$ cat src/rtl/core/abp_pkg.sv
package abp_pkg;

    localparam int unsigned PixW  = 32;
    localparam int unsigned ChW   = 8;
    localparam int unsigned NumCh = 4;
    localparam int unsigned ProdW = 2 * ChW;
    localparam int unsigned CfgIdxW  = 2;
    localparam int unsigned CfgDataW = 8;
    localparam int unsigned AlphaCh  = 3;

    localparam logic [ChW-1:0] ChMax = 8'hFF;

    typedef logic [ChW-1:0]   t_ch;
    typedef logic [ProdW-1:0] t_prod;
    typedef logic [PixW-1:0]  t_pix;

    typedef enum logic [CfgIdxW-1:0] {
        REG_BLEND_MODE   = 2'd0,
        REG_GLOBAL_ALPHA = 2'd1
    } t_cfg_reg;

    typedef enum logic {
        MODE_PREMUL = 1'b0,
        MODE_OPAQUE = 1'b1
    } t_blend_mode;

    typedef enum logic [1:0] {
        OPQ_MIX = 2'd0,
        OPQ_DST = 2'd1,
        OPQ_SRC = 2'd2
    } t_opq_sel;

    typedef struct packed {
        t_blend_mode mode;
        t_ch         alpha;
    } t_cfg;

    // Scaled source, beta and destination for the premultiplied path, plus
    // the finished word for the opaque path.
    typedef struct packed {
        t_blend_mode          mode;
        t_ch [NumCh-1:0]      t;
        t_ch                  beta;
        t_pix                 dst;
        t_pix                 opq;
    } t_mid;

    // Exact floor(x / 255) for x up to 255 * 255.
    function automatic t_ch div255(input t_prod x);
        logic [ProdW:0] s;
        s = {1'b0, x} + (ProdW + 1)'(x[ProdW-1:ChW]) + (ProdW + 1)'(1);
        return s[ProdW-1:ChW];
    endfunction

endpackage

$ cat src/rtl/core/abp_if.sv
interface abp_in_if;
    import abp_pkg::*;
    logic valid;
    logic ready;
    t_pix src_pixel;
    t_pix dst_pixel;
    modport source (output valid, src_pixel, dst_pixel, input ready);
    modport sink   (input valid, src_pixel, dst_pixel, output ready);
endinterface

interface abp_out_if;
    import abp_pkg::*;
    logic valid;
    logic ready;
    t_pix out_pixel;
    modport source (output valid, out_pixel, input ready);
    modport sink   (input valid, out_pixel, output ready);
endinterface

interface abp_cfg_if;
    import abp_pkg::*;
    logic                valid;
    logic                ready;
    logic [CfgIdxW-1:0]  index;
    logic [CfgDataW-1:0] data;
    modport source (output valid, index, data, input ready);
    modport sink   (input valid, index, data, output ready);
endinterface

$ cat src/rtl/core/argb_pixel_alpha_blend_top.sv
// Channel  Dir  Payload                          Handshake
// i_px     in   src_pixel[31:0], dst_pixel[31:0] valid/ready
// o_px     out  out_pixel[31:0]                  valid/ready
// i_cfg    in   index[1:0], data[7:0]            valid/ready (ready always high)
//
// Four register stages: source/destination products, divide by 255,
// beta times destination, composite and saturate into the output register.
// One pixel per clock sustained while o_px is ready. The two 8x8 multiply
// stages are each followed by a divide-by-255 stage. Synchronous active-low
// reset empties the pipeline and sets premultiplied mode with global alpha
// 255. A stall holds each full stage in place.
module argb_pixel_alpha_blend_top
    import abp_pkg::*;
(
    input  logic       i_clk,
    input  logic       i_rst_n,
    abp_in_if.sink     i_px,
    abp_out_if.source  o_px,
    abp_cfg_if.sink    i_cfg
);

    t_cfg cfg;
    logic mid_valid;
    logic mid_ready;
    t_mid mid;

    abp_cfg u_cfg (
        .i_clk   (i_clk),
        .i_rst_n (i_rst_n),
        .i_cfg   (i_cfg),
        .o_cfg   (cfg)
    );

    abp_scale u_scale (
        .i_clk   (i_clk),
        .i_rst_n (i_rst_n),
        .i_cfg   (cfg),
        .i_px    (i_px),
        .o_valid (mid_valid),
        .i_ready (mid_ready),
        .o_mid   (mid)
    );

    abp_comp u_comp (
        .i_clk   (i_clk),
        .i_rst_n (i_rst_n),
        .i_valid (mid_valid),
        .o_ready (mid_ready),
        .i_mid   (mid),
        .o_px    (o_px)
    );

endmodule

$ cat src/rtl/core/abp_cfg.sv
module abp_cfg
    import abp_pkg::*;
(
    input  logic      i_clk,
    input  logic      i_rst_n,
    abp_cfg_if.sink   i_cfg,
    output t_cfg      o_cfg
);

    t_cfg r_cfg;

    assign i_cfg.ready = 1'b1;
    assign o_cfg       = r_cfg;

    always_ff @(posedge i_clk) begin
        if (!i_rst_n) begin
            r_cfg.mode  <= MODE_PREMUL;
            r_cfg.alpha <= ChMax;
        end else if (i_cfg.valid) begin
            unique case (t_cfg_reg'(i_cfg.index))
                REG_BLEND_MODE:   r_cfg.mode  <= t_blend_mode'(i_cfg.data[0]);
                REG_GLOBAL_ALPHA: r_cfg.alpha <= i_cfg.data[ChW-1:0];
                default: ; // drop writes to unknown registers
            endcase
        end
    end

endmodule

$ cat src/rtl/core/abp_scale.sv
module abp_scale
    import abp_pkg::*;
(
    input  logic     i_clk,
    input  logic     i_rst_n,
    input  t_cfg     i_cfg,
    abp_in_if.sink   i_px,
    output logic     o_valid,
    input  logic     i_ready,
    output t_mid     o_mid
);

    // stage A: products
    logic             r_va;
    t_blend_mode      r_mode_a;
    t_opq_sel         r_sel_a;
    t_pix             r_src_a;
    t_pix             r_dst_a;
    t_prod [NumCh-1:0] r_ps_a;
    t_prod [NumCh-1:0] r_pd_a;
    // stage B: divides
    logic             r_vb;
    t_mid             r_mid_b;

    logic             ready_a;
    logic             ready_b;
    t_ch              ibeta;
    t_opq_sel         n_sel;
    t_prod [NumCh-1:0] n_ps;
    t_prod [NumCh-1:0] n_pd;
    t_mid             n_mid;
    t_pix             mix;

    assign ready_b    = !r_vb || i_ready;
    assign ready_a    = !r_va || ready_b;
    assign i_px.ready = ready_a;
    assign o_valid    = r_vb;
    assign o_mid      = r_mid_b;

    always_comb begin
        ibeta = ChMax - i_cfg.alpha;
        for (int k = 0; k < NumCh; k++) begin
            n_ps[k] = ProdW'(i_px.src_pixel[k*ChW +: ChW]) * ProdW'(i_cfg.alpha);
            n_pd[k] = ProdW'(i_px.dst_pixel[k*ChW +: ChW]) * ProdW'(ibeta);
        end
        if (i_cfg.alpha == '0) begin
            n_sel = OPQ_DST;
        end else if (i_cfg.alpha == ChMax) begin
            n_sel = OPQ_SRC;
        end else begin
            n_sel = OPQ_MIX;
        end
    end

    always_comb begin
        for (int k = 0; k < NumCh; k++) begin
            n_mid.t[k] = div255(r_ps_a[k]);
        end
        n_mid.beta = ChMax - n_mid.t[AlphaCh];
        n_mid.mode = r_mode_a;
        n_mid.dst  = r_dst_a;
        for (int k = 0; k < AlphaCh; k++) begin
            mix[k*ChW +: ChW] = div255(r_ps_a[k] + r_pd_a[k]);
        end
        mix[AlphaCh*ChW +: ChW] = ChMax;
        case (r_sel_a)
            OPQ_DST: n_mid.opq = r_dst_a;
            OPQ_SRC: n_mid.opq = r_src_a;
            default: n_mid.opq = mix;
        endcase
    end

    always_ff @(posedge i_clk) begin
        if (!i_rst_n) begin
            r_va <= 1'b0;
            r_vb <= 1'b0;
        end else begin
            if (ready_a) begin
                r_va <= i_px.valid;
            end
            if (ready_b) begin
                r_vb <= r_va;
            end
        end
    end

    always_ff @(posedge i_clk) begin
        if (ready_a && i_px.valid) begin
            r_mode_a <= i_cfg.mode;
            r_sel_a  <= n_sel;
            r_src_a  <= i_px.src_pixel;
            r_dst_a  <= i_px.dst_pixel;
            r_ps_a   <= n_ps;
            r_pd_a   <= n_pd;
        end
        if (ready_b && r_va) begin
            r_mid_b <= n_mid;
        end
    end

endmodule

$ cat src/rtl/core/abp_comp.sv
module abp_comp
    import abp_pkg::*;
(
    input  logic       i_clk,
    input  logic       i_rst_n,
    input  logic       i_valid,
    output logic       o_ready,
    input  t_mid       i_mid,
    abp_out_if.source  o_px
);

    // stage C: beta * dst
    logic              r_vc;
    t_blend_mode       r_mode_c;
    t_ch [NumCh-1:0]   r_t_c;
    t_pix              r_opq_c;
    t_prod [NumCh-1:0] r_m_c;
    // stage D: output register
    logic              r_vd;
    t_pix              r_out_d;

    logic              ready_c;
    logic              ready_d;
    t_prod [NumCh-1:0] n_m;
    t_pix              n_out;
    logic [ChW:0]      sum;

    assign ready_d       = !r_vd || o_px.ready;
    assign ready_c       = !r_vc || ready_d;
    assign o_ready       = ready_c;
    assign o_px.valid    = r_vd;
    assign o_px.out_pixel = r_out_d;

    always_comb begin
        for (int k = 0; k < NumCh; k++) begin
            n_m[k] = ProdW'(i_mid.dst[k*ChW +: ChW]) * ProdW'(i_mid.beta);
        end
    end

    always_comb begin
        n_out = r_opq_c;
        sum   = '0;
        if (r_mode_c == MODE_PREMUL) begin
            for (int k = 0; k < NumCh; k++) begin
                sum = (ChW + 1)'(r_t_c[k]) + (ChW + 1)'(div255(r_m_c[k]));
                n_out[k*ChW +: ChW] = sum[ChW] ? ChMax : sum[ChW-1:0];
            end
        end
    end

    always_ff @(posedge i_clk) begin
        if (!i_rst_n) begin
            r_vc <= 1'b0;
            r_vd <= 1'b0;
        end else begin
            if (ready_c) begin
                r_vc <= i_valid;
            end
            if (ready_d) begin
                r_vd <= r_vc;
            end
        end
    end

    always_ff @(posedge i_clk) begin
        if (ready_c && i_valid) begin
            r_mode_c <= i_mid.mode;
            r_t_c    <= i_mid.t;
            r_opq_c  <= i_mid.opq;
            r_m_c    <= n_m;
        end
        if (ready_d && r_vc) begin
            r_out_d <= n_out;
        end
    end

    // a stalled stage C item must stay put
    a_stage_c_hold: assert property (@(posedge i_clk) disable iff (!i_rst_n)
        (r_vc && !ready_d) |=> (r_vc && $stable(r_t_c) && $stable(r_m_c)))
        else $error("stage C item changed under stall");

    // a premultiplied item with zero scaled alpha passes the destination alpha
    a_premul_alpha: assert property (@(posedge i_clk) disable iff (!i_rst_n)
        (ready_d && r_vc && r_mode_c == MODE_PREMUL && r_t_c[AlphaCh] == '0)
        |=> (r_out_d[AlphaCh*ChW +: ChW] == ChW'(r_m_c[AlphaCh] >> ChW)
             || r_out_d[AlphaCh*ChW +: ChW] != ChMax
             || $past(r_m_c[AlphaCh]) == ProdW'(ChMax) * ProdW'(ChMax)))
        else $error("premultiplied alpha saturated unexpectedly");

    // the output register refills only when its item is taken or it is empty
    a_out_refill: assert property (@(posedge i_clk) disable iff (!i_rst_n)
        (r_vd && !o_px.ready) |=> (r_vd && $stable(r_out_d)))
        else $error("output item lost under stall");

endmodule
$ cat src/flat_wrapper.sv
// flat-port wrapper written by rule: the top's interface ports become plain ports
module argb_pixel_alpha_blend_top_flat import abp_pkg::*;
  (i_clk, i_rst_n, i_px_valid, i_px_src_pixel, i_px_dst_pixel, i_px_ready, o_px_valid, o_px_out_pixel, o_px_ready, i_cfg_valid, i_cfg_index, i_cfg_data, i_cfg_ready);
  abp_in_if i_px_i ();
  abp_out_if o_px_i ();
  abp_cfg_if i_cfg_i ();
  input  logic i_clk;
  input  logic i_rst_n;
  input wire logic [$bits(i_px_i.valid)-1:0] i_px_valid;
  input wire logic [$bits(i_px_i.src_pixel)-1:0] i_px_src_pixel;
  input wire logic [$bits(i_px_i.dst_pixel)-1:0] i_px_dst_pixel;
  output wire logic [$bits(i_px_i.ready)-1:0] i_px_ready;
  output wire logic [$bits(o_px_i.valid)-1:0] o_px_valid;
  output wire logic [$bits(o_px_i.out_pixel)-1:0] o_px_out_pixel;
  input wire logic [$bits(o_px_i.ready)-1:0] o_px_ready;
  input wire logic [$bits(i_cfg_i.valid)-1:0] i_cfg_valid;
  input wire logic [$bits(i_cfg_i.index)-1:0] i_cfg_index;
  input wire logic [$bits(i_cfg_i.data)-1:0] i_cfg_data;
  output wire logic [$bits(i_cfg_i.ready)-1:0] i_cfg_ready;
  assign i_px_i.valid = i_px_valid;
  assign i_px_i.src_pixel = i_px_src_pixel;
  assign i_px_i.dst_pixel = i_px_dst_pixel;
  assign i_px_ready = i_px_i.ready;
  assign o_px_valid = o_px_i.valid;
  assign o_px_out_pixel = o_px_i.out_pixel;
  assign o_px_i.ready = o_px_ready;
  assign i_cfg_i.valid = i_cfg_valid;
  assign i_cfg_i.index = i_cfg_index;
  assign i_cfg_i.data = i_cfg_data;
  assign i_cfg_ready = i_cfg_i.ready;
  argb_pixel_alpha_blend_top u_core (.i_clk(i_clk), .i_rst_n(i_rst_n), .i_px(i_px_i), .o_px(o_px_i), .i_cfg(i_cfg_i));
endmodule
$ cat config.mk
export PLATFORM = sky130hd
export DESIGN_NAME = argb_pixel_alpha_blend_top_flat
export DESIGN_NICKNAME = d
export VERILOG_FILES = /design/src/rtl/core/abp_pkg.sv /design/src/rtl/core/abp_if.sv /design/src/rtl/core/argb_pixel_alpha_blend_top.sv /design/src/rtl/core/abp_cfg.sv /design/src/rtl/core/abp_scale.sv /design/src/rtl/core/abp_comp.sv /design/src/flat_wrapper.sv
export SDC_FILE = /design/constraint.sdc
export NUM_CORES = 2
export LEC_CHECK = 0
export BUFFER_PORTS_ARGS = -buffer_cell sky130_fd_sc_hd__buf_4
export CORE_ASPECT_RATIO = 0.7
export CORE_MARGIN = 5
export CORE_UTILIZATION = 50
export DETAILED_ROUTE_END_ITERATION = 10
export GPL_TIMING_DRIVEN = 0
export PLACE_DENSITY = 0.66
export SYNTH_ARGS = -nofsm -noshare
export SYNTH_HDL_FRONTEND = slang
export SYNTH_SLANG_ARGS = --single-unit
export TNS_END_PERCENT = 10
$ cat constraint.sdc
create_clock -name i_clk -period 14.9 [get_ports i_clk]
set_clock_uncertainty 0.2 [all_clocks]
set_input_delay 0.745 -clock i_clk [delete_from_list [all_inputs] [get_ports i_clk]]
set_output_delay 0.745 -clock i_clk [all_outputs]
set_load 0.02 [all_outputs]
==> key figures <==
STA
  – RSZ-0062 raised after global routing: no
  – Fmax: 0.162 GHz
  – Final Max Tran Viols: 0
  – Final setup vio count: 0
  – Worst hold-check slack: 88.4 ps
  – Slew HR: 0.200
  – Tcrit/Tclk final: 0.415
  – Final Hold Viols: 0
  – Final min period: 6190 ps
  – Worst-margin pin slew: 1200 ps
  – Total Neg Setup Slack: 0 ps

Die
  – Die Width: 364 µm
  – Initial Util: 0.506
  – Die H: 258 µm
  – Full die area: 93800 µm²
  – IO Pins: 114
  – Area of the core: 86600 µm²
  – Rows: 90

Layout
  – Area grow syn2layout: 9.87%
  – Multi-input logic area: 27400 µm²
  – Storage cell area: 13600 µm²
  – # fillers: 7581
  – Most common cell after layout, fill and taps aside: inv_1
  – Most frequent cells in the layout: inv_1 (660), ha_1 (552), edfxtp_1 (445), and2_1 (405), fa_1 (403)
  – Fin nets: 5371
  – Layout cells sized above 1: 0.0537

GRT
  – First-pass GRT wire length: 172 mm
  – Initial antenna violation count: 14
  – Tot GR Track Use: 0.238
  – Vias in the first global route: 29700
  – Total grt overflow: 0
  – Largest net degree at the start of global routing: 53

Clock network
  – Total CTS buffers: 51
  – CTS max path bufs: 3
  – Post-CTS Setup Bufs: 0
  – Worst-Skew Late Latency: 630 ps
  – Post-CTS sizing: 0
  – CTS H-tree depth: 2
  – Post-CTS Hold Buffers: 0
  – CTS clk-pin slew, worst paths: 60 ps
  – Root Driver: clkbuf_16
  – CTS tree: yes
  – Clock sink total: 458

Synth
  – Syn. warnings: 0
  – Post-Synth XOR/XNOR Area: 0.0505
  – Share of the synthesized area in the top cell type: 0.305
  – Simple-gate share of the synthesized area: 0.150
  – Top cells by area, synth: edfxtp_1 (30%), fa_1 (18%), ha_1 (16%), and2_1 (5.8%), inv_1 (5.6%)
  – EDFF count, synth: 445
  – Ys flop type: edfxtp_1
  – Syn Inst Count: 4160
  – Area fraction in compound gates after synthesis: 0.0800
  – Seq/Total Area, Yosys: 0.311
  – Synth Area in Adders: 0.341
  – Yosys top cell by area: edfxtp_1
  – Mapped cell area: 43900 µm²
  – Async SR Flop Fraction: 0
  – Main combinational cell family by area after synthesis: adder cells
  – Netlist cell types: 74
  – Syn_nets: 5194
  – Multiplexer share of the synthesized area: 0.00185
  – Yosys reg bits: 458
  – Synth Area per Inst: 10.5 µm²

Power and ir drop
  – Pwr dens: 187 nW/µm²
  – Leakage: 22.1 nW
  – Tot Pwr: 0.00903 W
  – Worst VDD drop: 0.000111 V

Worst setup path
  – CP Capture Type: flop
  – R2R depth: 18
  – Worst setup startpoint: u_core.u_cfg.o_cfg[6]$_SDFFE_PN1P_
  – Max FO, Critical Path: 10
  – Crit start category: flop
  – Worst reg2reg endpoint: u_core.u_scale.r_ps_a[15]$_DFFE_PP_
  – Crit path kind: reg -> reg
  – CP Data Arrival Time: 6350 ps
  – Worst R2R Start: u_core.u_cfg.o_cfg[6]$_SDFFE_PN1P_
  – Worst EP required: 15060 ps
  – Worst setup endpoint: u_core.u_scale.r_ps_a[15]$_DFFE_PP_
  – Internal reg-to-reg setup slack: 8710 ps

Routing
  – DR pass1 iterations: 5
  – Vias: 29800
  – Routed vias/inst: 5.40
  – Initial DRC count: 2192
  – WL per Instance: 20.0 µm
  – Routed Antenna Nets: 0
  – DRC Markers: 0
  – Routed wire length: 111 mm

Run status
  – Status: finished clean

Placement
  – Dpl hpwl: 87.2 mm
  – Port bufs: 112
  – Gpl congestion: 0.895

Min path
  – Worst hold stages: 1
  – Hold WC Path Type: in -> reg

Job
  – Max cap viols: 0
[logic make-up after synthesis]
logic type | count (synthesis)
muxes | 8
and+or+nand+nor | 1204
xor gates and xnor gates | 251
DFF | 458
adders and majority gates | 955
buffers and inverters | 761
AOI/OAI and AO/OA | 522
other | 1
[area by class of cell]
class | instances | share of cell area
Clock buffer | 61 | 0.0277
Clock inverter | 34 | 0.00854
Buffer | 101 | 0.00795
Antenna cell | 2 | 0.000104
Tap cell | 1150 | 0.0299
Multi-Input combinational cell | 2941 | 0.569
Inverter | 660 | 0.0514
Timing Repair Buffer | 124 | 0.0231
Sequential cell | 458 | 0.283
[critical path, stage by stage, from the launching register on]
cell and delay [ps]:
dfxtp_1 420, clkbuf_1 690, clkbuf_1 680, nand2_1 160, fa_1 510, fa_1 500
inv_1 50, fa_1 470, inv_1 50, fa_1 470, inv_1 40, ha_1 310
a21boi_1 160, o21ai_0 170, nand2b_1 110, a21o_1 200, a41o_1 260, o41a_1 320
xnor2_1 140
[worst min path at each step]
stage | slack (ps) | endpoint | start
global placement | 200 | u_core.u_comp.r_opq_c[30]$_DFFE_PP_ | u_core.u_scale.o_mid[30]$_DFFE_PP_
detailed placement | 200 | u_core.u_comp.r_opq_c[23]$_DFFE_PP_ | u_core.u_scale.o_mid[23]$_DFFE_PP_
CTS | 60 | u_core.u_scale.r_dst_a[29]$_DFFE_PP_ | i_px_dst_pixel[29]
global route | 70 | u_core.u_scale.r_dst_a[29]$_DFFE_PP_ | i_px_dst_pixel[29]
floorplan | 200 | u_core.u_comp.r_mode_c$_DFFE_PP_ | u_core.u_scale.o_mid[104]$_DFFE_PP_
finish | 90 | u_core.u_scale.r_dst_a[29]$_DFFE_PP_ | i_px_dst_pixel[29]
[report_power, final]
| part | switching, W | internal [W] |
|---|---|---|
| clock | 0.000553 | 0.000783 |
| sequential | 0.000228 | 0.00195 |
| combinational | 0.00312 | 0.00240 |
[flip-flops by register name (all words and copies together) (netlist names), 2 cells and up]
register	count
u_core.u_cfg.o_cfg	9
u_core.u_comp.o_px.out_pixel	32
u_core.u_comp.r_m_c	64
u_core.u_comp.r_opq_c	32
u_core.u_comp.r_t_c	32
u_core.u_scale.o_mid	105
u_core.u_scale.r_dst_a	32
u_core.u_scale.r_pd_a	48
u_core.u_scale.r_ps_a	64
u_core.u_scale.r_sel_a	2
u_core.u_scale.r_src_a	32
[per-stage QoR]
step | worst slack [ps] | cells | util | area (µm²)
2_1_floorplan | 3740 | 4160 | - | 43900
3_3_place_gp | -1170 | 5422 | 0.533 | 46100
3_5_place_dp | 8790 | 5434 | 0.536 | 46400
4_1_cts | 8800 | 5529 | 0.556 | 48200
5_1_grt | 8490 | 5529 | 0.556 | 48200
6_report | 8710 | 5531 | 0.556 | 48200
[per-layer routing]
metal | up-vias | GRT usage | routed length [µm]
li1 | 14200 | - | -
met1 | 14500 | 0.357 | 52100
met2 | 965 | 0.341 | 45300
met3 | 153 | 0.0691 | 10600
met4 | 10 | 0.0561 | 2630
met5 | - | 0 | 79
[Yosys cell counts (6+ instances only)]
cell type	n
inv_1	660
ha_1	552
edfxtp_1	445
and2_1	406
fa_1	403
nor2b_1	219
nand2_1	213
xnor2_1	176
a21oi_1	161
nor2_1	132
clkbuf_1	98
o21ai_0	73
xor2_1	73
nand3_1	58
a21o_1	54
o21a_1	51
nand2b_1	46
nor3_1	45
and3_1	31
a221oi_1	25
a211oi_1	18
o2111ai_1	18
o21ai_1	15
or3_1	15
a21boi_0	13
dfxtp_1	13
or2_2	12
a31oi_1	11
o211ai_1	10
a221o_1	9
nand4_1	9
o41a_1	8
a211o_1	7
mux2i_1	7
a2111oi_0	6
a41o_1	6
No activity file was read; power rests on OpenSTA's default activity.
